## src/sv/v3fx_pkg.sv

```systemverilog
// v3fx_pkg: shared opcodes and default widths for the vector fixed point unit.
// No dependencies; used by every module of the block.
package v3fx_pkg;

	localparam int COMP_WIDTH_DEF = 32;
	localparam int FRAC_BITS_DEF  = 16;
	localparam int OP_WIDTH       = 3;

	// operation codes carried on the op field
	typedef enum logic [OP_WIDTH-1:0] {
		OP_DOT   = 3'd0,
		OP_CROSS = 3'd1,
		OP_NORM  = 3'd2,
		OP_FLOOR = 3'd3,
		OP_CEIL  = 3'd4
	} op_t;

endpackage

```

## src/sv/v3fx_isqrt.sv

```systemverilog
// v3fx_isqrt: pipelined integer square root, one result bit per stage.
// Depends on v3fx_pkg for default widths; carries a sideband beside the radicand.
module v3fx_isqrt #(
	parameter int COMP_WIDTH = v3fx_pkg::COMP_WIDTH_DEF,
	parameter int SB_WIDTH   = 1
) (
	input  logic                    clk,
	input  logic                    en,
	input  logic [2*COMP_WIDTH-1:0] rad,
	input  logic [SB_WIDTH-1:0]     sb_in,
	output logic [COMP_WIDTH-1:0]   root,
	output logic [SB_WIDTH-1:0]     sb_out
);

	localparam int W  = COMP_WIDTH;
	localparam int RW = W + 3;

	logic [2*W-1:0]      rad_q  [W];
	logic [RW-1:0]       rem_q  [W];
	logic [W-1:0]        root_q [W];
	logic [SB_WIDTH-1:0] sb_q   [W];

	for (genvar k = 0; k < W; k++) begin : g_stg
		logic [2*W-1:0]      rad_i;
		logic [RW-1:0]       rem_i, rem_t, trial;
		logic [W-1:0]        root_i;
		logic [SB_WIDTH-1:0] sb_i;

		if (k == 0) begin : g_first
			assign rad_i  = rad;
			assign rem_i  = '0;
			assign root_i = '0;
			assign sb_i   = sb_in;
		end else begin : g_next
			assign rad_i  = rad_q[k-1];
			assign rem_i  = rem_q[k-1];
			assign root_i = root_q[k-1];
			assign sb_i   = sb_q[k-1];
		end

		// bring down two radicand bits, try root*4+1
		assign rem_t = {rem_i[RW-3:0], rad_i[2*W-1 -: 2]};
		assign trial = {1'b0, root_i, 2'b01};

		always_ff @(posedge clk) begin
			if (en) begin
				rad_q[k] <= {rad_i[2*W-3:0], 2'b00};
				sb_q[k]  <= sb_i;
				if (rem_t >= trial) begin
					rem_q[k]  <= rem_t - trial;
					root_q[k] <= {root_i[W-2:0], 1'b1};
				end else begin
					rem_q[k]  <= rem_t;
					root_q[k] <= {root_i[W-2:0], 1'b0};
				end
			end
		end
	end

	assign root   = root_q[W-1];
	assign sb_out = sb_q[W-1];

endmodule

```

## config.mk

```make
export PLATFORM = sky130hd
export DESIGN_NAME = v3fx_isqrt
export DESIGN_NICKNAME = d
export VERILOG_FILES = /design/src/sv/v3fx_pkg.sv /design/src/sv/v3fx_isqrt.sv
export SDC_FILE = /design/constraint.sdc
export NUM_CORES = 2
export LEC_CHECK = 0
export ABC_AREA = 0
export BUFFER_PORTS_ARGS = -buffer_cell sky130_fd_sc_hd__buf_2
export CAP_MARGIN = 40
export CORE_MARGIN = 2
export CORE_UTILIZATION = 64
export CTS_CLUSTER_SIZE = 8
export DETAILED_ROUTE_END_ITERATION = 10
export PLACE_DENSITY = 0.8
export SYNTH_ARGS = -nofsm -noshare
export SYNTH_HDL_FRONTEND = slang
export SYNTH_MEMORY_MAX_BITS = 65536
export SYNTH_SLANG_ARGS = --single-unit
export TNS_END_PERCENT = 50
```

## constraint.sdc

```tcl
create_clock -name clk -period 4.7 [get_ports clk]
set_input_delay 0.705 -clock clk [delete_from_list [all_inputs] [get_ports clk]]
set_output_delay 0.705 -clock clk [all_outputs]
set_load 0.05 [all_outputs]
```

After elaboration in Yosys (flattened, before gate mapping)
Memories as Yosys holds them, arrays and structs flattened. Cells that the tools add are included.

Bits in registers: 0. Bits in latches: 0. RAM bits: 4160. ROM bits: 0. Input port bits: 67. Output and inout port bits: 33. Logic and storage cells: 390. Memories kept: 4.

Add/sub/neg operators: 32. Multiply operators: 0. Div/mod/pow operators: 0. Order comparisons: 32. Equal/unequal tests: 0. Shift-type cells: 0. Multiplexer cells: 258. Bitwise logic cells: 64. Reductions and logical operators: 0.

Memories: rad_q (words 32, bits a word 62, read ports 31, clocked after memory_dff 0, write ports 32, line v3fx_isqrt.sv:18) `logic [2*W-1:0] rad_q [W];`; rem_q (words 32, bits a word 35, read ports 31, clocked after memory_dff 0, write ports 32, line v3fx_isqrt.sv:19) `logic [RW-1:0] rem_q [W];`; root_q (words 32, bits a word 32, read ports 32, clocked after memory_dff 0, write ports 32, line v3fx_isqrt.sv:20) `logic [W-1:0] root_q [W];`; sb_q (words 32, bits a word 1, read ports 32, clocked after memory_dff 0, write ports 32, line v3fx_isqrt.sv:21) `logic [SB_WIDTH-1:0] sb_q [W];`.

Operators with widths (count): 2-to-1 mux 35 bit (32); greater-or-equal comparator 35 x 34 -> 1 bit (31); subtractor 35 x 34 -> 35 bit (31); 2-to-1 mux 32 bit (32); 2-to-1 mux 1 bit (194); OR 1 bit (64); subtractor 2 x 1 -> 3 bit, second input constant (1); greater-or-equal comparator 2 x 1 -> 1 bit, second input constant (1).

Longest topological paths before layout
An unclocked memory read counts as a cell.

Depth after elaboration: 6. Mapped depth: 15. Gate-level depth less buffers: 14.

Least setup slack after synthesis
OpenSTA, ideal clock, no wires.

Path kind: input to register. Start point: input port en. End point: memory rem_q[1][315] (netlist bit), enable pin. Setup time: 0.437 ns. Arrival: 3.343 ns. Data required time: 4.263 ns. Setup slack: 0.919 ns. Stages on the path: 5. Path buffers: 5. Cells stage by stage: clkbuf_1 > clkbuf_1 > clkbuf_1 > clkbuf_1 > clkbuf_1.

RTL lines: from (decl) (line v3fx_isqrt.sv:8) `input logic en,`; to (decl) (line v3fx_isqrt.sv:19).

==> impl_metrics.tcl <==
set metrics [dict create \
    status "finished, final reports clean" \
    avgSynthCellArea_um2 13.0 \
    hold_path_class "in2reg" \
    power_leakage_nw 50.1 \
    grt_pass1_vias 71300 \
    tightestPinTransition_ps 1100 \
    yosys_warnings 0 \
    grt_start_max_net_pins 204 \
    min_from "rad[62]" \
    arrival_ps 4840 \
    num_vias 71300 \
    syn_to_final_growth_pct 11.8 \
    cp-startpoint "rem_q[0][504]" \
    cts_tree "built" \
    timing.rr.start "rem_q[0][504]" \
    first_pass_iters 7 \
    rsz0062_at_grt "no" \
    cts_max_path_buffers 4 \
    ys_seq_area_frac 0.649 \
    fmax_mhz 238 \
    cts_sinks 2526 \
    wl_um 250000 \
    worst-path-max-fanout 26 \
    finalSetupTns_ps 0 \
    clk_latency_ps 940 \
    grt_usage 0.268 \
    grt_remaining_overflow 0 \
    p_total_mw 66.8 \
    synth.largest_area_cell "edfxtp_1" \
    synth_area_um2 117000 \
    dp_hpwl_um 170000 \
    p_per_area_nw_per_um2 511 \
    design_area_um2 131000 \
    required_ps 5340 \
    synth_edf_count 2525 \
    peakVddDrop_mv 0.411 \
    fillers 11700 \
    globalplace.congestion 0.934 \
    setup_violations 0 \
    ys_ff_latch 2526 \
    design.die.area_um2 186000 \
    clk_pin_slew_ps 50 \
    routed_via_density 6.05 \
    crit_type "reg2reg" \
    drive_gt1_frac 0.0786 \
    cts_setup_buffers 0 \
    cp-end-kind "flop" \
    max_slew_margin 0.270 \
    htree_levels 5 \
    synth_ff_type "edfxtp_1" \
    dieHeight_um 431 \
    synth.area.top_cells "edfxtp_1 65%, ha_1 6.0%, xor2_1 3.2%, xnor2_1 3.0%, o21ai_0 2.5%" \
    start_util 0.645 \
    drv_slew 0 \
    num_rows 156 \
    grt_antenna_before_repair 0 \
    period_needed_ps 4200 \
    drc_errors 0 \
    synth_top_area_share 0.649 \
    final-hold-violation-count 0 \
    drv_cap 0 \
    cp-start-kind "flop" \
    antenna_left 0 \
    nNetsFinal 10000 \
    cts-root-buf "clkbuf_16" \
    synth_nets 9600 \
    die_x_um 431 \
    fin_skew_ps 60.2 \
    ys_types 85 \
    finalCritPeriodShare 0.893 \
    numCtsBuffers 366 \
    dpl_cell_area_um2 121000 \
    port_buffers 99 \
    syn_inst 8971 \
    cts_resized 0 \
    ios 100 \
    dr.first_iter.drc_count 6333 \
    wl_per_cell_um 21.2 \
    grt_pass1_wl_um 391000 \
    core_um2 181000 \
    ys_async_sr_fraction 0 \
]
[registers in the layout (all words and copies together), names as in the netlist]
name	flops
sb_q	32
rad_q	992
root_q	528
rem_q	974
[cells by family (layout without fill, tap and decap cells)]
group                    count (synthesis)  in the layout  synth area share
buffers and inverters                  909           1358            0.0292
AO/OA/AOI/OAI                         1759           1759            0.0926
AND/OR/NAND/NOR                       2316           2316            0.0998
multiplexers                            78             78           0.00738
XOR/XNOR                               821            821            0.0616
adder cells (fa/ha/maj)                562            562            0.0602
flip-flops                            2526           2526             0.649
other                                    0              2                 0
[metal layers]
layer | track usage | vias up | wire (µm)
li1 | - | 33800 | -
met1 | 0.350 | 34700 | 103000
met2 | 0.459 | 2270 | 125000
met3 | 0.0358 | 606 | 12400
met4 | 0.103 | 0 | 9580
met5 | 0 | - | 0
[Yosys cell counts (109+ instances only)]
cell / count
nor2_1: 421
xnor2_1: 399
nor4_1: 109
nand2_1: 697
a21o_1: 249
xor2_1: 422
nor3_1: 231
o21ai_0: 577
nand2b_1: 128
edfxtp_1: 2525
ha_1: 562
a21oi_1: 450
nand3_1: 124
inv_1: 708
clkbuf_1: 188
[worst max-delay path, stage by stage (launching register included)]
cell and delay (ps):
edfxtp_1 400, ha_1 420, a2111oi_0 640, or3b_2 560, nor4_1 290, o311a_1 390, inv_1 140, a21oi_1 140
buf_4 300, inv_1 210, nand2_1 210, nor3_1 80, xor2_1 150
[layout make-up]
cell class / instances / area (µm²) / share of cell area
clock inverter: 10 / 129 / 0.000987
tap: 2370 / 2970 / 0.0227
antenna: 2 / 5.00 / 0.0000383
timing repair buffer: 255 / 2060 / 0.0157
inverter: 709 / 2660 / 0.0204
multi-input combinational: 5536 / 37700 / 0.288
clock buffer: 384 / 9310 / 0.0713
sequential: 2526 / 75800 / 0.581
[stage by stage]
stage / cells / setup slack (ps) / utilization / hold WS (ps)
5_1_grt: 11800 / 228 / 0.721 / 159
4_1_cts: 11800 / 585 / 0.721 / 89.2
3_5_place_dp: 11300 / 579 / 0.666 / 405
3_3_place_gp: 11300 / 636 / 0.665 / 400
6_report: 11800 / 503 / 0.721 / 156
2_1_floorplan: 8971 / 919 / - / 400
[where the power goes]
part           switching, mW  internal, mW  total, mW
sequential              2.04          28.7       30.7
clock                   8.74          13.7       22.5
combinational           7.89          5.72       13.6
total                   18.7          48.2       66.8
[final timing paths]
kind                                       to  slack, ps  cells after the start
worst min-delay path              rem_q[0][0]        160                      3
worst min register to register  rad_q[1][120]        390                      0
worst max-delay path            rem_q[0][556]        500                     12
worst max register to register  rem_q[0][556]        500                     12
[layout by cell type (no fill, tap or decap), types with 37 or more instances in the layout]
cell type / synthesis / routed
a211oi_1: 38 / 37
a21o_1: 249 / 249
a21oi_1: 450 / 448
a31oi_1: 53 / 51
and2_1: 45 / 45
and3_1: 56 / 56
buf_2: 3 / 98
buf_4: 0 / 76
clkbuf_16: 0 / 370
dlygate4sd3_1: 0 / 63
edfxtp_1: 2525 / 2525
ha_1: 562 / 562
inv_1: 708 / 708
mux2_2: 65 / 65
nand2_1: 697 / 697
nand2b_1: 128 / 128
nand3_1: 124 / 124
nand4_1: 91 / 91
nor2_1: 421 / 420
nor2b_1: 78 / 78
nor3_1: 231 / 231
nor4_1: 109 / 108
o21a_1: 94 / 94
o21ai_0: 577 / 576
o21bai_1: 50 / 50
or2_2: 52 / 52
or3_1: 86 / 86
or4_1: 51 / 51
xnor2_1: 399 / 399
xor2_1: 422 / 422
[timing repair]
| action | in CTS | in global routing |
|---|---|---|
| endpoints found under the setup margin | 0 | 0 |
| hold buffers | 63 | 0 |
| hold endpoints to repair | 63 | 0 |
(Power assumes the default switching activity.)
